--- src/rtl/lsas_pkg.sv ---
// Shared types and constants for the log slot address scheduler.
`timescale 1ns / 1ps

package lsas_pkg;

	localparam int ROWS_DEF = 4;
	localparam int TAG_W = 16;
	localparam int PER_W = 12;
	localparam int DEV_W = 4;
	localparam int SEC_W = 12;
	localparam int FRAME_W = 18;
	localparam int ADDR_W = 19;
	localparam int DIV_W = 12;
	localparam int PROD_W = PER_W + DEV_W + 1;
	localparam int MAX_OUT = 64;
	localparam int CNT_W = $clog2(MAX_OUT);

	localparam logic [DIV_W-1:0] HOUR_SECONDS = DIV_W'(3600);
	localparam logic [DEV_W-1:0] MAX_DEVICES = DEV_W'(15);

	localparam logic OP_INSERT = 1'b0;
	localparam logic OP_TICK = 1'b1;

	typedef struct packed {
		logic op;
		logic [TAG_W-1:0] device_tag;
		logic [PER_W-1:0] period_seconds;
		logic [DEV_W-1:0] device_count;
		logic [SEC_W-1:0] seconds_in_hour;
	} in_t;

	typedef struct packed {
		logic [ADDR_W-1:0] slot_address;
		logic is_timestamp;
		logic [1:0] row_index;
		logic accepted;
		logic last;
	} out_t;

	typedef struct packed {
		logic start;
		logic [DIV_W-1:0] dividend;
		logic [DIV_W-1:0] divisor;
	} div_req_t;

	typedef struct packed {
		logic busy;
		logic done;
		logic [DIV_W-1:0] quotient;
		logic [DIV_W-1:0] remainder;
	} div_rsp_t;

endpackage

--- src/rtl/lsas_div.sv ---
// Restoring divider, one quotient bit per cycle, shared by insert and tick.
`timescale 1ns / 1ps

module lsas_div (
	input  logic clk,
	input  logic arst_n,
	input  lsas_pkg::div_req_t req,
	output lsas_pkg::div_rsp_t rsp
);

	localparam int W = lsas_pkg::DIV_W;
	localparam int CW = $clog2(W + 1);

	logic busy_q;
	logic done_q;
	logic [CW-1:0] cnt_q;
	logic [W-1:0] rem_q;
	logic [W-1:0] dq_q;
	logic [W-1:0] dsr_q;

	logic [W:0] shifted;
	logic [W:0] dsr_ext;
	logic ge;
	logic [W:0] diff;
	logic [W-1:0] rem_n;

	assign shifted = {rem_q, dq_q[W-1]};
	assign dsr_ext = {1'b0, dsr_q};
	assign ge = (shifted >= dsr_ext);
	assign diff = shifted - dsr_ext;
	assign rem_n = ge ? diff[W-1:0] : shifted[W-1:0];

	always_ff @(posedge clk or negedge arst_n) begin
		if (!arst_n) begin
			busy_q <= 1'b0;
			done_q <= 1'b0;
			cnt_q <= '0;
		end else begin
			done_q <= 1'b0;
			if (req.start) begin
				busy_q <= 1'b1;
				cnt_q <= CW'(W);
			end else if (busy_q) begin
				cnt_q <= cnt_q - CW'(1);
				if (cnt_q == CW'(1)) begin
					busy_q <= 1'b0;
					done_q <= 1'b1;
				end
			end
		end
	end

	always_ff @(posedge clk) begin
		if (req.start) begin
			rem_q <= '0;
			dq_q <= req.dividend;
			dsr_q <= req.divisor;
		end else if (busy_q) begin
			rem_q <= rem_n;
			dq_q <= {dq_q[W-2:0], ge};
		end
	end

	assign rsp.busy = busy_q;
	assign rsp.done = done_q;
	assign rsp.quotient = dq_q;
	assign rsp.remainder = rem_q;

endmodule

--- src/rtl/lsas_oreg.sv ---
// Output register holding one result beat until the sink takes it.
`timescale 1ns / 1ps

module lsas_oreg (
	input  logic clk,
	input  logic arst_n,
	input  logic load,
	input  lsas_pkg::out_t load_data,
	output logic can_load,
	output logic out_valid,
	input  logic out_ready,
	output lsas_pkg::out_t out_data
);

	logic valid_q;
	lsas_pkg::out_t data_q;

	assign can_load = !valid_q || out_ready;

	always_ff @(posedge clk or negedge arst_n) begin
		if (!arst_n) begin
			valid_q <= 1'b0;
		end else if (load) begin
			valid_q <= 1'b1;
		end else if (out_ready) begin
			valid_q <= 1'b0;
		end
	end

	always_ff @(posedge clk) begin
		if (load) begin
			data_q <= load_data;
		end
	end

	assign out_valid = valid_q;
	assign out_data = data_q;

endmodule

--- src/rtl/log_slot_address_scheduler.sv ---
// Schedule table with sequencer: inserts rows and expands ticks into slot addresses.
// Insert: result beat follows the shared divider, the multiply and the table write;
// a rejected insert goes straight to the result beat.
// Tick: divider scan of occupied rows, then multiply and add per due row, one slot per
// cycle unless the output stalls, at most 64 slots; one item is worked on at a time.
// Reset (arst_n low) empties every row and drops any pending result.
`timescale 1ns / 1ps

module log_slot_address_scheduler #(
	parameter int ROWS = lsas_pkg::ROWS_DEF
) (
	input  logic clk,
	input  logic arst_n,
	input  logic in_valid,
	output logic in_ready,
	input  lsas_pkg::in_t in_data,
	output logic out_valid,
	input  logic out_ready,
	output lsas_pkg::out_t out_data
);

	localparam int ROW_W = (ROWS > 1) ? $clog2(ROWS) : 1;
	localparam int TAG_W = lsas_pkg::TAG_W;
	localparam int PER_W = lsas_pkg::PER_W;
	localparam int DEV_W = lsas_pkg::DEV_W;
	localparam int SEC_W = lsas_pkg::SEC_W;
	localparam int FRAME_W = lsas_pkg::FRAME_W;
	localparam int ADDR_W = lsas_pkg::ADDR_W;
	localparam int DIV_W = lsas_pkg::DIV_W;
	localparam int PROD_W = lsas_pkg::PROD_W;
	localparam int CNT_W = lsas_pkg::CNT_W;

	localparam logic [3:0] S_IDLE    = 4'd0;
	localparam logic [3:0] S_INS_DIV = 4'd1;
	localparam logic [3:0] S_INS_MUL = 4'd2;
	localparam logic [3:0] S_INS_WR  = 4'd3;
	localparam logic [3:0] S_INS_OUT = 4'd4;
	localparam logic [3:0] S_T_SCAN  = 4'd5;
	localparam logic [3:0] S_T_DIV   = 4'd6;
	localparam logic [3:0] S_T_PICK  = 4'd7;
	localparam logic [3:0] S_T_MUL   = 4'd8;
	localparam logic [3:0] S_T_ADD   = 4'd9;
	localparam logic [3:0] S_T_EMIT  = 4'd10;

	logic [3:0] state_q;

	// schedule table
	logic [TAG_W-1:0] tag_q [ROWS];
	logic [PER_W-1:0] period_q [ROWS];
	logic [DEV_W-1:0] devs_q [ROWS];
	logic [FRAME_W-1:0] end_q [ROWS];
	logic [DIV_W-1:0] quo_q [ROWS];
	logic [ROWS-1:0] due_q;

	logic [ROW_W-1:0] row_q;
	logic [TAG_W-1:0] tag_in_q;
	logic [PER_W-1:0] per_in_q;
	logic [DEV_W-1:0] dev_in_q;
	logic [SEC_W-1:0] secs_q;
	logic ins_ok_q;
	logic [PROD_W-1:0] prod_q;
	logic [ADDR_W-1:0] addr_q;
	logic [DEV_W-1:0] dev_q;
	logic [CNT_W-1:0] cnt_q;

	lsas_pkg::div_req_t div_req;
	lsas_pkg::div_rsp_t div_rsp;
	lsas_pkg::out_t out_next;
	logic out_load;
	logic can_load;

	logic in_fire;
	logic [DEV_W-1:0] dev_clamped;
	logic [ROWS-1:0] occ;
	logic free_found;
	logic [ROW_W-1:0] free_idx;
	logic due_any;
	logic [ROW_W-1:0] pick_idx;
	logic row_last;
	logic [ROW_W-1:0] prev_idx;
	logic [ADDR_W-1:0] offset;
	logic [ADDR_W:0] sum;
	logic [DIV_W-1:0] mul_a;
	logic [DEV_W:0] mul_b;
	logic [PROD_W-1:0] mul_p;
	logic [ROWS-1:0] due_others;
	logic dev_done;
	logic emit_last;
	logic [ROW_W+1:0] row_wide;
	logic reject;

	assign in_ready = (state_q == S_IDLE);
	assign in_fire = in_valid && in_ready;

	assign dev_clamped = (in_data.device_count > lsas_pkg::MAX_DEVICES) ?
		lsas_pkg::MAX_DEVICES : in_data.device_count;

	always_comb begin
		occ = '0;
		free_found = 1'b0;
		free_idx = '0;
		due_any = 1'b0;
		pick_idx = '0;
		for (int i = ROWS - 1; i >= 0; i--) begin
			occ[i] = (tag_q[i] != '0);
			if (tag_q[i] == '0) begin
				free_found = 1'b1;
				free_idx = ROW_W'(i);
			end
			if (due_q[i]) begin
				due_any = 1'b1;
				pick_idx = ROW_W'(i);
			end
		end
	end

	assign reject = (in_data.device_tag == '0) || (in_data.period_seconds == '0) ||
		!free_found;

	assign row_last = (row_q == ROW_W'(ROWS - 1));

	// previous row's frame end plus one, unwrapped; zero for the first row
	assign prev_idx = (row_q == '0) ? '0 : row_q - ROW_W'(1);
	assign offset = (row_q == '0) ? '0 :
		ADDR_W'({1'b0, end_q[prev_idx]}) + ADDR_W'(1);
	assign sum = (ADDR_W + 1)'(prod_q) + (ADDR_W + 1)'(offset);

	// one multiplier: quotient times device count (insert) or devices plus one (tick)
	always_comb begin
		if (state_q == S_INS_MUL) begin
			mul_a = div_rsp.quotient;
			mul_b = {1'b0, dev_in_q};
		end else begin
			mul_a = quo_q[row_q];
			mul_b = {1'b0, devs_q[row_q]} + (DEV_W + 1)'(1);
		end
	end
	assign mul_p = PROD_W'(mul_a) * PROD_W'(mul_b);

	always_comb begin
		div_req.start = 1'b0;
		div_req.dividend = lsas_pkg::HOUR_SECONDS;
		div_req.divisor = in_data.period_seconds;
		if (in_fire && (in_data.op == lsas_pkg::OP_INSERT) && !reject) begin
			div_req.start = 1'b1;
		end else if ((state_q == S_T_SCAN) && occ[row_q]) begin
			div_req.start = 1'b1;
			div_req.dividend = secs_q;
			div_req.divisor = period_q[row_q];
		end
	end

	lsas_div u_div (
		.clk(clk),
		.arst_n(arst_n),
		.req(div_req),
		.rsp(div_rsp)
	);

	always_comb begin
		due_others = due_q;
		due_others[row_q] = 1'b0;
	end
	assign dev_done = (dev_q == devs_q[row_q]);
	assign emit_last = (cnt_q == CNT_W'(lsas_pkg::MAX_OUT - 1)) ||
		(dev_done && (due_others == '0));

	assign row_wide = {2'b00, row_q};

	always_comb begin
		out_load = 1'b0;
		out_next.slot_address = addr_q;
		out_next.is_timestamp = (dev_q == '0);
		out_next.row_index = row_wide[1:0];
		out_next.accepted = 1'b0;
		out_next.last = emit_last;
		unique case (state_q)
			S_INS_OUT: begin
				out_load = can_load;
				out_next.slot_address = '0;
				out_next.is_timestamp = 1'b0;
				out_next.accepted = ins_ok_q;
				out_next.last = 1'b1;
			end
			S_T_EMIT: begin
				out_load = can_load;
			end
			default: begin
				out_load = 1'b0;
			end
		endcase
	end

	lsas_oreg u_oreg (
		.clk(clk),
		.arst_n(arst_n),
		.load(out_load),
		.load_data(out_next),
		.can_load(can_load),
		.out_valid(out_valid),
		.out_ready(out_ready),
		.out_data(out_data)
	);

	// sequencer and control state
	always_ff @(posedge clk or negedge arst_n) begin
		if (!arst_n) begin
			state_q <= S_IDLE;
			due_q <= '0;
			for (int i = 0; i < ROWS; i++) begin
				tag_q[i] <= '0;
			end
		end else begin
			unique case (state_q)
				S_IDLE: begin
					if (in_fire) begin
						if (in_data.op == lsas_pkg::OP_TICK) begin
							due_q <= '0;
							state_q <= S_T_SCAN;
						end else if (reject) begin
							state_q <= S_INS_OUT;
						end else begin
							state_q <= S_INS_DIV;
						end
					end
				end
				S_INS_DIV: begin
					if (div_rsp.done) begin
						state_q <= S_INS_MUL;
					end
				end
				S_INS_MUL: begin
					state_q <= S_INS_WR;
				end
				S_INS_WR: begin
					tag_q[row_q] <= tag_in_q;
					state_q <= S_INS_OUT;
				end
				S_INS_OUT: begin
					if (can_load) begin
						state_q <= S_IDLE;
					end
				end
				S_T_SCAN: begin
					// occupied rows form a prefix, so stop at the first empty one
					state_q <= occ[row_q] ? S_T_DIV : S_T_PICK;
				end
				S_T_DIV: begin
					if (div_rsp.done) begin
						due_q[row_q] <= (div_rsp.remainder == '0);
						state_q <= row_last ? S_T_PICK : S_T_SCAN;
					end
				end
				S_T_PICK: begin
					state_q <= due_any ? S_T_MUL : S_IDLE;
				end
				S_T_MUL: begin
					state_q <= S_T_ADD;
				end
				S_T_ADD: begin
					state_q <= S_T_EMIT;
				end
				S_T_EMIT: begin
					if (can_load) begin
						if (emit_last) begin
							state_q <= S_IDLE;
						end else if (dev_done) begin
							due_q[row_q] <= 1'b0;
							state_q <= S_T_PICK;
						end
					end
				end
				default: begin
					state_q <= S_IDLE;
				end
			endcase
		end
	end

	// datapath registers
	always_ff @(posedge clk) begin
		if (in_fire) begin
			tag_in_q <= in_data.device_tag;
			per_in_q <= in_data.period_seconds;
			dev_in_q <= dev_clamped;
			secs_q <= in_data.seconds_in_hour;
			ins_ok_q <= !reject;
			cnt_q <= '0;
			row_q <= '0;
			if ((in_data.op == lsas_pkg::OP_INSERT) && !reject) begin
				row_q <= free_idx;
			end
		end
		if ((state_q == S_INS_MUL) || (state_q == S_T_MUL)) begin
			prod_q <= mul_p;
		end
		if (state_q == S_INS_WR) begin
			period_q[row_q] <= per_in_q;
			devs_q[row_q] <= dev_in_q;
			end_q[row_q] <= sum[FRAME_W-1:0];
		end
		if ((state_q == S_T_DIV) && div_rsp.done) begin
			quo_q[row_q] <= div_rsp.quotient;
			if (!row_last) begin
				row_q <= row_q + ROW_W'(1);
			end
		end
		if ((state_q == S_T_PICK) && due_any) begin
			row_q <= pick_idx;
		end
		if (state_q == S_T_ADD) begin
			addr_q <= sum[ADDR_W-1:0];
			dev_q <= '0;
		end
		if ((state_q == S_T_EMIT) && can_load) begin
			cnt_q <= cnt_q + CNT_W'(1);
			addr_q <= addr_q + ADDR_W'(1);
			dev_q <= dev_q + DEV_W'(1);
		end
	end

	a_div_idle: assert property (@(posedge clk) disable iff (!arst_n)
		div_req.start |-> !div_rsp.busy)
		else $error("divider started while busy");

	a_out_room: assert property (@(posedge clk) disable iff (!arst_n)
		out_load |-> (!out_valid || out_ready))
		else $error("result beat loaded over an untaken one");

	a_occ_prefix: assert property (@(posedge clk) disable iff (!arst_n)
		((occ & (occ + ROWS'(1))) == '0))
		else $error("occupied rows are not a prefix of the table");

	a_emit_due: assert property (@(posedge clk) disable iff (!arst_n)
		(state_q == S_T_EMIT) |-> due_q[row_q])
		else $error("emitting slots for a row that is not due");

endmodule
--- config.mk ---
export PLATFORM = sky130hd
export DESIGN_NAME = log_slot_address_scheduler
export DESIGN_NICKNAME = d
export VERILOG_FILES = /design/src/rtl/lsas_pkg.sv /design/src/rtl/lsas_div.sv /design/src/rtl/lsas_oreg.sv /design/src/rtl/log_slot_address_scheduler.sv
export SDC_FILE = /design/constraint.sdc
export NUM_CORES = 1
export LEC_CHECK = 0
export BUFFER_PORTS_ARGS = -buffer_cell sky130_fd_sc_hd__buf_2
export CAP_MARGIN = 20
export CORE_ASPECT_RATIO = 1.25
export CORE_MARGIN = 10
export CORE_UTILIZATION = 56
export CTS_CLUSTER_SIZE = 24
export DETAILED_ROUTE_END_ITERATION = 8
export GPL_TIMING_DRIVEN = 0
export PLACE_DENSITY_LB_ADDON = 0.05
export SYNTH_ARGS = -nofsm -noshare
export SYNTH_HDL_FRONTEND = slang
export SYNTH_SLANG_ARGS = --single-unit
--- constraint.sdc ---
create_clock -name clk -period 5.3 [get_ports clk]
set_clock_uncertainty 0.2 [all_clocks]
set_input_delay 1.06 -clock clk [delete_from_list [all_inputs] [get_ports clk]]
set_output_delay 1.06 -clock clk [all_outputs]
set_load 0.05 [all_outputs]
== Yosys cells after proc, flatten, opt, wreduce, memory -nomap -nowiden ==
Memory sizes are Yosys's and may differ from the RTL's. A register that Yosys moved wholly into a read port is not among the register bits.
Cells that the tools add are included.
Storage, ports and cells
  register bits after elaboration: 232
  bits in latches: 0
  memory bits (writable): 184
  bits in read-only memories: 0
  input bits: 49
  output and inout bits: 26
  logic and storage cells: 198
  memories: 4
Memory list
  end_q: words 4, bits a word 18, read ports 1, clocked after Yosys merged registers in 0, write ports 1, line log_slot_address_scheduler.sv:51  | logic [FRAME_W-1:0] end_q [ROWS];
  period_q: words 4, bits a word 12, read ports 1, clocked after Yosys merged registers in 1, write ports 1, line log_slot_address_scheduler.sv:49  | logic [PER_W-1:0] period_q [ROWS];
  quo_q: words 4, bits a word 12, read ports 1, clocked after Yosys merged registers in 1, write ports 1, line log_slot_address_scheduler.sv:52  | logic [DIV_W-1:0] quo_q [ROWS];
  devs_q: words 4, bits a word 4, read ports 1, clocked after Yosys merged registers in 1, write ports 1, line log_slot_address_scheduler.sv:50  | logic [DEV_W-1:0] devs_q [ROWS];
Cells by class
  $add $sub $neg: 10
  $mul: 1
  div/mod/pow operators: 0
  $lt $le $gt $ge: 6
  equal/unequal tests: 23
  shifts and indexed selects: 0
  multiplexer cells: 80
  bitwise gates (word level): 4
  reduce and logical (&&, ||, !) cells: 42
Operators with widths (number)
  $logic_not 16->1: 5
  $mux 4: 18
  $bwmux 64: 1
  $reduce_bool 16->1: 4
  $mux 19: 3
  $mux 12: 4
  $pmux 4 s11: 1
  $demux 16 s2: 1
  $mux 2: 15
  $mux 1: 25
  $mux 25: 1
  $logic_not 12->1: 2
  $mux 24: 1
  $add 17x19->19: 1
  $add 18x1->19 const B: 1
  $add 19x1->19 const B: 1
  $mul 12x5->17: 1
  $eq 4x3->1 const B: 4
  $mux 16: 1
  $ge 13x12->1: 1
  $eq 4x4->1 const B: 3
  $logic_not 4->1: 3
  $mux 6: 2
  $pmux 4 s3: 1
  other kinds (38): 66

== Longest topological paths before layout ==
Gate-level depths: netlist of run 1.
  word-level depth: 14
  depth in mapped cells: 22
  depth with buffers taken out: 21

== Cells and area by module ==
From an unflattened synthesis of run 1, not the netlist that was laid out.
Unflattened totals
  cell total of the unflattened synthesis: 1481
  area, all modules: 20333.3 um^2
Modules (own cells, without submodules)
  log_slot_address_scheduler: instances 1, cells each 1249, area an instance 17256.6 um^2, sequential area each 10099.7 um^2
  lsas_div: instances 1, cells each 205, area an instance 2308.5 um^2, sequential area each 1111.1 um^2
  lsas_oreg: instances 1, cells each 27, area an instance 768.2 um^2, sequential area each 745.7 um^2

== Least setup slack after synthesis of run 1 ==
OpenSTA, ideal clock, no wires.
  kind: flip-flop to flip-flop
  from: register, netlist name row_q[1]
  to: register prod_q[16], data pin
  library setup time: 0.258 ns
  arrival time: 5.160 ns
  data required time: 4.842 ns
  slack: -0.318 ns
  stages on the path, launching flop included: 23
  path buffers: 2
  period minus slack after synthesis: 5.618 ns
  cells stage by stage: dfxtp_1 clkbuf_1 mux4_2 ha_1 xnor2_1 nor2_1 a21oi_1 clkbuf_1 nor2_1 fa_1 fa_1 inv_1 fa_1 inv_1 ha_1 inv_1 o21bai_1 a21oi_1 o21ai_0 a211oi_1 o31ai_1 a21oi_1 xnor2_1
RTL lines
  end signal: assignment: line log_slot_address_scheduler.sv:295  | prod_q <= mul_p;
  end: declaration: line log_slot_address_scheduler.sv:61  | logic [PROD_W-1:0] prod_q;

==> summary.md, run 1 <==
| Metric | Value |
|---|---|
| Status | `complete, but fails checks` |
| Failing checks | `negative setup slack` |
| Post-Place Worst Slack | `-941 ps` |
| Initial antenna violation count | `0` |
| Routed WL per cell | `20.1 microns` |
| Number of global-route vias before repair | `around 13000` |
| Most used routing layer | `met2` |
| GRT met2 Usage | `0.363` |
| Die width | `189 microns` |
| Post-synthesis mux area share | `0.105` |
| Post-synthesis sequential area ratio | `0.600` |
| Met3 Usage GRT | `0.0267` |
| Unique cell type count in the Yosys netlist | `62` |
| TNS Setup | `-77.7 ps` |
| Initial DRC Count | `about 580` |
| Synth Area in Simple Gates | `0.101` |
| Port bufs | `74` |
| Wire length of the first global-routing pass | `67.9 mm` |
| CP startpoint kind | `flip-flop` |
| Initial core utilization | `0.565` |
| Syn-to-layout area delta | `16.0%` |
| Row count | `77` |
| Routability-driven placement congestion ratio | `0.871` |
| Largest family of logic cells by synthesized area | `multiplexers` |
| Clock H-tree levels | `2` |
| Final setup vio count | `2` |
| Largest net degree at the start of global routing | `between 50 and 60` |
| Rel. slew slack | `0.356` |
| Clk buf depth | `3` |
| Worst-path maximum fanout | `4` |
| Antenna Nets Post-Route | `0` |
| Layout cell share with drive strength beyond 1 | `0.230` |
| Commonest non-fill, non-tap cell in the layout | `edfxtp_1` |
| Syn. warnings | `0` |
| RSZ-0062 raised after global routing | `yes` |
| Number of remaining DRC errors | `0` |
| Adder-cell share of the synthesized area | `0.0748` |
| Tightest Pin Transition | `a little under 1000 ps` |
| TritonRoute pass-1 iters | `5` |
| Global Route Usage Sum | `0.196` |
| Clock Latency Late Sink | `540 ps` |
| Max_cap viols | `0` |
| Finished Layout Cells | `2138` |
| CTS tree | `done` |
| Hpwl dp | `30.6 mm` |
| Mapped Cells | `1478` |
| N_diodes | `0` |
| Ys flop type | `edfxtp_1` |
| Final Util | `0.655` |
| Met1 GRT Util | `0.232` |
| Core area | `approximately 35000 sq um` |
| Fin crit period | `around 5300 ps` |
| CP Data Arrival Time | `around 5400 ps` |
| Ys async rst share | `0.190` |
| Number of buffers created by CTS | `41` |
| Die Ht | `231 microns` |
| Fin worst setup slack | `-47.2 ps` |
| Seq cells post-synth | `between 400 and 500` |
| Commonest non-fill, non-tap cells in the layout | `323 x edfxtp_1, 121 x nor2_1, 112 x nand2_1, 79 x buf_2, 78 x inv_1` |
| Required time of the critical path | `5380 ps` |
| Mapped Nets | `1627` |
| Fin. Hold Viols | `0` |
| Post-synthesis compound-gate area fraction | `0.0579` |
| Fill cells | `roughly 2700` |
| XOR/XNOR share of the synthesized area | `0.0343` |
| Dpl cells | `around 2000` |
| Die area | `around 44000 sq um` |
| Nets | `1780` |
| Hold Path Class | `in -> async` |
| Clock Tree Root | `clkbuf_16` |
| Final Max Slew Viols | `0` |
| Crit end category | `flip-flop` |
| Clock Pin Slew Worst Setup and Hold Paths | `60 ps` |
| Sink Count | `416` |
| CTS Hold Bufs | `0` |
| Final WL | `roughly 43 mm` |
| Post-synthesis cell area | `19900 sq um` |
| DR vias/cell | `5.68` |
| Via Count | `roughly 12000` |
| Ports | `75` |
| Post-synth EDFFs | `323` |
| Mean Syn Cell Area | `13.5 sq um` |
| Fin crit share | `1.01` |
| Kind of critical path | `reg -> reg` |
| Gr ovfl total | `0` |
| Max Freq | `0.187 GHz` |
state kept, by name (all words and copies together), names as in the netlist, 16 cells and up:
signal,flops
period_q,48
prod_q,17
addr_q,19
quo_q,48
devs_q,16
tag_in_q,16
end_q,72
tag_q,64
u_oreg.out_data,24
worst paths after layout:
path | startpoint | end | slack, ps | cells past startpoint
worst max-delay path | row_q[0]$_DFF_P_ | prod_q[16]$_DFFE_PP_ | -50 | 23
worst min-delay path | arst_n | tag_q[15]$_DFFE_PN0P_ | 240 | 1
worst max register to register | row_q[0]$_DFF_P_ | prod_q[16]$_DFFE_PP_ | -50 | 23
worst min register to register | per_in_q[6]$_DFFE_PP_ | period_q[0][6]$_DFFE_PP_ | 300 | 0
max in group asynchronous | arst_n | u_div.busy_q$_DFF_PN0_ | 4050 | 2
min in group clk | per_in_q[6]$_DFFE_PP_ | period_q[0][6]$_DFFE_PP_ | 300 | 0
timing repair:
action                                  CTS  global route
endpoints found under the setup margin   11            16
setup buffers                            17            11
pin swaps                                36            35
resized for setup                        49            33
gates cloned                              0             0
synth_stat cells (6+ instances only):
cell type,n,share of area
dfrtp_1,79,0.099
o211ai_1,6,0.0023
a211oi_1,10,0.0038
or2_2,8,0.0025
nand3_1,30,0.0075
fa_1,32,0.032
clkbuf_1,32,0.0060
nor2_1,124,0.023
dfxtp_1,14,0.014
xnor2_1,53,0.023
o21a_1,8,0.0030
edfxtp_1,323,0.49
inv_1,92,0.017
mux2i_1,21,0.011
a21o_1,8,0.0030
xor2_1,25,0.011
nand4_1,17,0.0053
nand2_1,114,0.021
mux2_2,71,0.040
ha_1,68,0.043
o21ai_0,47,0.012
nor4_1,28,0.0088
buf_2,6,0.0015
a21oi_1,56,0.014
mux4_2,42,0.047
and3_1,15,0.0047
nor3_1,21,0.0053
o31ai_1,10,0.0038
nor2b_1,29,0.0091
nand2b_1,19,0.0060
a22o_1,7,0.0031
worst max-delay path, stage by stage, from the launching register on:
cell	delay, ps
dfxtp_4	370
buf_12	110
mux4_2	560
ha_4	200
xnor2_2	150
nor2_1	70
a21oi_2	230
clkbuf_8	210
buf_12	100
nor2_4	30
fa_1	460
fa_1	510
inv_1	50
fa_1	490
inv_2	50
ha_4	280
inv_4	40
o21bai_4	140
a21oi_4	90
o21ai_4	150
a211oi_2	100
o31ai_1	250
a21oi_1	120
xnor2_1	140
area by class of cell:
| type | count | area [sq um] | area share |
|---|---|---|---|
| well taps | 474 | 593 | 0.0257 |
| plain buffers | 42 | 244 | 0.0106 |
| repair buffers | 112 | 774 | 0.0335 |
| clock buffers | 63 | 1230 | 0.0533 |
| clock inverters | 13 | 159 | 0.00687 |
| multi-input cells | 924 | 7790 | 0.337 |
| inverters | 94 | 359 | 0.0155 |
| flip-flops and latches | 416 | 12000 | 0.518 |
kinds of logic after synthesis:
group / count (synthesis)
AND/OR/NAND/NOR: 423
AO/OA/AOI/OAI: 184
buffers and inverters: 138
multiplexers: 139
XOR/XNOR: 78
adder cells (fa/ha/maj): 100
flip-flops: 416
per-layer routing:
| metal | part of all wire | vias to the layer above |
|---|---|---|
| li1 | - | 5749 |
| met1 | 0.40 | 6091 |
| met2 | 0.54 | 227 |
| met3 | 0.033 | 74 |
| met4 | 0.026 | 0 |
| met5 | 0 | - |
per-stage QoR:
| stage | hold slack (ps) | instance area (sq um) |
|---|---|---|
| floorplan | 250 | 20000 |
| global placement | 272 | 20900 |
| detailed placement | 287 | 21100 |
| CTS | 235 | 22800 |
| global route | 254 | 23100 |
| finish | 241 | 23100 |
Power of run 1 is not shown: default switching activity piles up to over one toggle a cycle in this logic, so the estimate is an artifact.
==> inputs of run 2 (changes only) <==
--- a/config.mk
+++ b/config.mk
@@ -16,4 +16,5 @@
 export PLACE_DENSITY_LB_ADDON = 0.05
 export SYNTH_ARGS = -nofsm -noshare
 export SYNTH_HDL_FRONTEND = slang
+export SYNTH_HIERARCHICAL = 1
 export SYNTH_SLANG_ARGS = --single-unit
==> run 2 against run 1 <==
Compared with the run above:
- the run now ends clean
- worst hold slack got worse by 100 ps
- design area rose by 1.4%
- final cell count rose by 0.14%
- utilization is 0.18 points higher
- die area up 1.8%
- synthesized cell count rose by 0.14%
- fmax is 4.5% higher
==> summary.md, run 2 <==
| Metric | Value |
|---|---|
| Total Power | `0.0160 W` |
| Core area | `35600 sq um (was 35300 sq um)` |
| Clock Latency Late Sink | `550 ps (was 540 ps)` |
| Number of remaining DRC errors | `0 (unchanged)` |
| CTS Hold Bufs | `0 (unchanged)` |
| Mapped Nets | `1629 (was 1627)` |
| Die Ht | `233 microns (was 231 microns)` |
| Critical path's largest stage delay | `490 ps (was 560 ps)` |
| DR vias/cell | `5.78 (was 5.68)` |
| Hold Slack | `140 ps (was 241 ps)` |
| Wire length of the first global-routing pass | `70.1 mm (was 67.9 mm)` |
| Max FFs per register | `72 (unchanged)` |
| Commonest non-fill, non-tap cell in the layout | `edfxtp_1 (unchanged)` |
| Mean Syn Cell Area | `13.7 sq um (was 13.5 sq um)` |
| Hold Path Class | `in -> async (unchanged)` |
| Initial core utilization | `0.570 (was 0.565)` |
| Final Max Slew Viols | `0 (unchanged)` |
| Final WL | `44.3 mm (was 43.0 mm)` |
| Largest net degree at the start of global routing | `71 (was 52)` |
| Routability-driven placement congestion ratio | `0.871 (about the same)` |
| Sink Count | `416 (unchanged)` |
| Hpwl dp | `32.5 mm (was 30.6 mm)` |
| CTS tree | `done (unchanged)` |
| Max_cap viols | `0 (unchanged)` |
| CP Data Arrival Time | `5210 ps (was 5430 ps)` |
| Fin. Hold Viols | `0 (unchanged)` |
| Via Count | `12400 (was 12100)` |
| Peak supply drop | `0.455 mV` |
| Number of global-route vias before repair | `13000 (was 12700)` |
| Critical Path Slowest Stage Cell | `mux4_2 (unchanged)` |
| Row count | `77 (unchanged)` |
| Fin crit share | `0.966 (was 1.01)` |
| Clock Tree Root | `clkbuf_16 (unchanged)` |
| Static Leakage | `8.99 nW` |
| Gr ovfl total | `0 (unchanged)` |
| Tightest Pin Transition | `796 ps (was 965 ps)` |
| Layout cell share with drive strength beyond 1 | `0.249 (was 0.230)` |
| Post-Place Worst Slack | `-1390 ps (was -941 ps)` |
| Worst Path Buf+Inv | `6 (unchanged)` |
| Clock Pin Slew Worst Setup and Hold Paths | `60 ps (about the same)` |
| Max Freq | `0.195 GHz (was 0.187 GHz)` |
| Cell Pwr Density | `681 nW/um^2` |
| Clk buf depth | `3 (unchanged)` |
| Routed WL per cell | `20.7 microns (was 20.1 microns)` |
| Fin crit period | `5120 ps (was 5350 ps)` |
| Nets | `1784 (was 1780)` |
| Cell Chain, Critical Path | `buf_12 > buf_12 > buf_16 > clkinvlp_4 > ha_1 > buf_6 > buf_12 > mux4_2 > and4_4 > nand4_1 > xor2_1 > nor2_1 > ha_1 > o21a_1 > a2111oi_1 > o21ai_1 > a41oi_2 > o21ai_1 > xnor2_2 > mux2_2 (was buf_12 > mux4_2 > ha_4 > xnor2_2 > nor2_1 > a21oi_2 > clkbuf_8 > buf_12 > nor2_4 > fa_1 > fa_1 > inv_1 > fa_1 > inv_2 > ha_4 > inv_4 > o21bai_4 > a21oi_4 > o21ai_4 > a211oi_2 > o31ai_1 > a21oi_1 > xnor2_1)` |
| CP dominant cell by count | `buf_12 (was fa_1)` |
| Fin worst setup slack | `182 ps (was -47.2 ps)` |
| Reg-to-Reg End | `addr_q[17]$_DFFE_PP_ (was prod_q[16]$_DFFE_PP_)` |
| Antenna Nets Post-Route | `0 (unchanged)` |
| Top Registers | `end_q (72), tag_q (64) (unchanged)` |
| Crit. path cell count | `20 (was 23)` |
| R2R Setup Slk | `180 ps (was -50 ps)` |
| Required time of the critical path | `5390 ps (was 5380 ps)` |
| Syn-to-layout area delta | `15.3% (was 16.0%)` |
| Post-synthesis cell area | `20300 sq um (was 19900 sq um)` |
| Initial DRC Count | `694 (was 577)` |
| Clock H-tree levels | `2 (unchanged)` |
| Syn. warnings | `6 (was 0)` |
| Rel. slew slack | `0.462 (was 0.356)` |
| Crit end category | `flip-flop (unchanged)` |
| Number of buffers created by CTS | `40 (was 41)` |
| Worst path top cell family by delay | `compound AO/OA/AOI/OAI gates (was adder cells)` |
| Initial antenna violation count | `1 (was 0)` |
| Mapped Cells | `1480 (was 1478)` |
| Commonest non-fill, non-tap cells in the layout | `323 x edfxtp_1, 116 x nor2_1, 91 x mux2_2, 87 x inv_1, 77 x dfrtp_1 (was 323 x edfxtp_1, 121 x nor2_1, 112 x nand2_1, 79 x buf_2, 78 x inv_1)` |
| Worst-path maximum fanout | `10 (was 4)` |
| CP startpoint kind | `flip-flop (unchanged)` |
| Die width | `190 microns (was 189 microns)` |
| Reg-to-reg startpoint | `row_q[0]$_DFF_P_ (unchanged)` |
| Ports | `75 (unchanged)` |
| Port bufs | `74 (unchanged)` |
| TritonRoute pass-1 iters | `5 (unchanged)` |
| Kind of critical path | `reg -> reg (unchanged)` |
| Global Route Usage Sum | `0.201 (was 0.196)` |
| Most flops, register | `end_q (unchanged)` |
| R2R cell count | `20 (was 23)` |
| Status | `completed (was complete, but fails checks)` |
| Final setup vio count | `0 (was 2)` |
| Die area | `44400 sq um (was 43600 sq um)` |
| RSZ-0062 raised after global routing | `yes (unchanged)` |
[run 2: layout make-up]
class / count / area [sq um]
Multi-Input combinational cell: 922 / 8140
Inverter: 96 / 368
Timing Repair Buffer: 116 / 806
Antenna cell: 1 / 2.50
Sequential cell: 416 / 12000
Tap cell: 474 / 593
Fill cell: 2711 / 12200
Clock buffer: 53 / 1070
Clock inverter: 20 / 180
Buffer: 43 / 307
[run 2: per-layer routing]
layer | up-vias | GRT usage | part of all wire
li1 | 5819 | - | -
met1 | 6260 | 0.229 | 0.39
met2 | 233 | 0.381 | 0.55
met3 | 72 | 0.0268 | 0.035
met4 | 0 | 0.0579 | 0.026
met5 | - | 0 | 0
[run 2: stage by stage]
step                TNS [ps]  utilization  instances  cell area, sq um
floorplan                  0            -       1480             20300
global placement      -59040        0.598       2028             21300
detailed placement    -51710        0.603       2037             21500
CTS                        0        0.647       2125             23100
global route            -155        0.657       2140             23400
finish                     0        0.657       2141             23400
[run 2: how the worst max path moves through the flow]
stage,from,to,slack [ps]
detailed placement,row_q[1]$_DFF_P_,addr_q[17]$_DFFE_PP_,-1390
floorplan,row_q[1]$_DFF_P_,prod_q[16]$_DFFE_PP_,10
global placement,row_q[1]$_DFF_P_,addr_q[17]$_DFFE_PP_,-1400
CTS,row_q[0]$_DFF_P_,addr_q[17]$_DFFE_PP_,2
global route,row_q[0]$_DFF_P_,addr_q[17]$_DFFE_PP_,-60
finish,row_q[0]$_DFF_P_,addr_q[17]$_DFFE_PP_,180
[run 2: timing repair]
action | in CTS | in global routing
setup endpoints to repair | 73 | 48
buffers inserted | 17 | 16
resized for setup | 55 | 51
cloned | 0 | 0
hold endpoints to repair | 0 | 0
pin swaps | 15 | 35
[run 2: power breakdown]
group	switching, W	internal, W	total (W)
Sequential	0.000441	0.00479	0.00523
Combinational	0.00447	0.00352	0.00799
Clock	0.00116	0.00157	0.00273
Total	0.00607	0.00988	0.0160
Power figures use the tool's default switching activity.
==> inputs of run 3 (changes only) <==
==> constraint.sdc (replaced) <==
create_clock -name clk -period 5.3 [get_ports clk]
set_clock_uncertainty 0.2 [all_clocks]
set_input_delay 1.06 -clock clk [delete_from_list [all_inputs] [get_ports clk]]
set_output_delay 1.06 -clock clk [all_outputs]
set_load 0.1 [all_outputs]
==> run 3 against run 2 <==
Compared with the run above:
- first-iteration DRC count grew 17%
- critical endpoint is now prod_q[16]$_DFFE_PP_
- routed wire length rose by 0.97%
- via count shrank 0.39%
- global-route usage rose by 0.19 points
- largest power group unchanged
- sequential power hardly changed
- highest routed layer unchanged
- clock-buffer cell count grew 2
==> summary.md, run 3 (synthesis results as in run 2) <==
| Metric | Value |
|---|---|
| Antenna Nets Post-Route | `0 (unchanged)` |
| Number of global-route vias before repair | `12900 (was 13000)` |
| Routability-driven placement congestion ratio | `0.867 (was 0.871)` |
| Max_cap viols | `0 (unchanged)` |
| Fill cells | `2619 (was 2711)` |
| GRT met2 Usage | `0.373 (was 0.381)` |
| Ports | `75 (unchanged)` |
| Initial antenna violation count | `0 (was 1)` |
| Static Leakage | `8.99 nW (about the same)` |
| Final WL | `44.7 mm (was 44.3 mm)` |
| Status | `completed (unchanged)` |
| Final setup vio count | `0 (unchanged)` |
| Via Count | `12300 (was 12400)` |
| Fin worst setup slack | `96.5 ps (was 182 ps)` |
| Most used routing layer | `met2 (unchanged)` |
| Worst-path maximum fanout | `6 (was 10)` |
| Met1 GRT Util | `0.240 (was 0.229)` |
| CP Data Arrival Time | `5280 ps (was 5210 ps)` |
| Clock Latency Late Sink | `560 ps (was 550 ps)` |
| Hold Path Class | `in -> async (unchanged)` |
| Reg area | `12000 sq um (about the same)` |
| Row count | `77 (unchanged)` |
| Sink Count | `416 (unchanged)` |
| CP startpoint kind | `flip-flop (unchanged)` |
| Top Registers | `end_q (72), tag_q (64) (unchanged)` |
| Hpwl dp | `32.4 mm (was 32.5 mm)` |
| Die area | `44400 sq um (unchanged)` |
| Commonest non-fill, non-tap cell in the layout | `edfxtp_1 (unchanged)` |
| Die width | `190 microns (unchanged)` |
| Routed WL per cell | `21.0 microns (was 20.7 microns)` |
| Critical Path Slowest Stage Cell | `mux4_2 (unchanged)` |
| Layout cell share with drive strength beyond 1 | `0.248 (was 0.249)` |
| Area occupied by multi-input gates | `8170 sq um (was 8140 sq um)` |
| Hold Slack | `140 ps (about the same)` |
| Global Route Usage Sum | `0.203 (was 0.201)` |
| TritonRoute pass-1 iters | `5 (unchanged)` |
| Total Power | `0.0164 W (was 0.0160 W)` |
| CTS tree | `done (unchanged)` |
| Finished Layout Cells | `2131 (was 2141)` |
| Crit end category | `flip-flop (unchanged)` |
| Post-Place Worst Slack | `-1320 ps (was -1390 ps)` |
| Die Ht | `233 microns (unchanged)` |
| Syn-to-layout area delta | `15.4% (was 15.3%)` |
| Cell Chain, Critical Path | `buf_6 > mux4_2 > nand3_2 > xor2_1 > nor2_1 > a21oi_2 > clkbuf_8 > nor2_4 > fa_1 > fa_1 > inv_1 > fa_1 > inv_2 > ha_4 > inv_4 > o21bai_4 > a21oi_4 > o21ai_2 > a41oi_2 > a21oi_2 > o311ai_2 (was buf_12 > buf_12 > buf_16 > clkinvlp_4 > ha_1 > buf_6 > buf_12 > mux4_2 > and4_4 > nand4_1 > xor2_1 > nor2_1 > ha_1 > o21a_1 > a2111oi_1 > o21ai_1 > a41oi_2 > o21ai_1 > xnor2_2 > mux2_2)` |
| Dpl cells | `2037 (unchanged)` |
| DR vias/cell | `5.79 (was 5.78)` |
| Final Max Slew Viols | `0 (unchanged)` |
| Most flops, register | `end_q (unchanged)` |
| Kind of critical path | `reg -> reg (unchanged)` |
| Tightest Pin Transition | `801 ps (was 796 ps)` |
| Peak supply drop | `0.505 mV (was 0.455 mV)` |
| Clock Tree Root | `clkbuf_16 (unchanged)` |
| Initial core utilization | `0.570 (unchanged)` |
| Commonest non-fill, non-tap cells in the layout | `323 x edfxtp_1, 117 x nor2_1, 91 x mux2_2, 87 x inv_1, 78 x dfrtp_1 (was 323 x edfxtp_1, 116 x nor2_1, 91 x mux2_2, 87 x inv_1, 77 x dfrtp_1)` |
| Number of remaining DRC errors | `0 (unchanged)` |
| Port bufs | `74 (unchanged)` |
| Fin crit period | `5200 ps (was 5120 ps)` |
| CP dominant cell by count | `fa_1 (was buf_12)` |
| Nets | `1778 (was 1784)` |
| Fin crit share | `0.982 (was 0.966)` |
| Gr ovfl total | `0 (unchanged)` |
| Clk buf depth | `3 (unchanged)` |
| Initial DRC Count | `815 (was 694)` |
| Met3 Usage GRT | `0.0277 (was 0.0268)` |
| Critical path's largest stage delay | `580 ps (was 490 ps)` |
| Wire length of the first global-routing pass | `70.4 mm (was 70.1 mm)` |
| Core area | `35600 sq um (unchanged)` |
| Number of buffers created by CTS | `40 (unchanged)` |
| Largest net degree at the start of global routing | `69 (was 71)` |
| RSZ-0062 raised after global routing | `yes (unchanged)` |
| Max FFs per register | `72 (unchanged)` |
| Fin. Hold Viols | `0 (unchanged)` |
| Rel. slew slack | `0.465 (was 0.462)` |
| Clock H-tree levels | `2 (unchanged)` |
| Clock Pin Slew Worst Setup and Hold Paths | `70 ps (was 60 ps)` |
| Max Freq | `0.192 GHz (was 0.195 GHz)` |
| Required time of the critical path | `5370 ps (was 5390 ps)` |
| Cell Pwr Density | `698 nW/um^2 (was 681 nW/um^2)` |
==> run 3: changes by cell type in the layout (fill, tap and decap cells not counted), sizes merged <==
cell / previous run / this run
clkinv: 17 / 12
buf: 130 / 125
inv: 95 / 94
clkbuf: 82 / 83
==> run 3: repair_timing <==
action,4_1_cts,5_1_grt
setup endpoints to repair,72,26
gates resized for setup,56,58
hold buffers,0,0
setup buffers,15,12
pin swaps,10,44
==> run 3: cell type report <==
| class | instances | area share |
|---|---|---|
| antenna | 1 | 0.000107 |
| buffer | 43 | 0.0138 |
| clock buffer | 55 | 0.0464 |
| clock inverter | 14 | 0.00747 |
| inverter | 96 | 0.0157 |
| multi-input combinational | 922 | 0.348 |
| sequential | 416 | 0.510 |
| tap | 474 | 0.0253 |
| timing repair buffer | 110 | 0.0334 |
==> run 3: report_power, final <==
| group | internal, W | switching, W | leakage, nW |
|---|---|---|---|
| Sequential | 0.00479 | 0.000442 | 4.11 |
| Combinational | 0.00358 | 0.00476 | 4.26 |
| Clock | 0.00159 | 0.00121 | 0.612 |
==> run 3: final timing paths <==
kind | from | to | slack, ps | depth (start not counted)
worst min register to register | per_in_q[8]$_DFFE_PP_ | period_q[3][8]$_DFFE_PP_ | 300 | 0
worst min-delay path | arst_n | tag_q[19]$_DFFE_PN0P_ | 140 | 1
worst max register to register | row_q[0]$_DFF_P_ | prod_q[16]$_DFFE_PP_ | 100 | 21
min in group clk | per_in_q[8]$_DFFE_PP_ | period_q[3][8]$_DFFE_PP_ | 300 | 0
worst max-delay path | row_q[0]$_DFF_P_ | prod_q[16]$_DFFE_PP_ | 100 | 21
max in group asynchronous | arst_n | state_q[2]$_DFFE_PN0P_ | 4150 | 2
==> run 3: layer usage <==
layer | share of wire | wire, microns
met5 | 0 | 0
met4 | 0.022 | 1000
met3 | 0.033 | 1490
met2 | 0.55 | 24500
met1 | 0.40 | 17800
==> run 3: critical path: cells and delay by family, from the launching register on <==
family / cells / cell delay, ps
flops: 1 / 410
mux: 1 / 580
compound gates: 7 / 1130
fa+ha+maj: 4 / 1760
simple gates: 3 / 230
xor+xnor: 1 / 140
buf+inv: 5 / 460
==> run 3: metrics by stage <==
stage | utilization | area (sq um) | TNS (ps)
2_1_floorplan | - | 20300 | 0
3_3_place_gp | 0.598 | 21300 | -54580
3_5_place_dp | 0.603 | 21500 | -48550
4_1_cts | 0.648 | 23100 | -15.2
5_1_grt | 0.658 | 23500 | -157
6_report | 0.658 | 23500 | 0
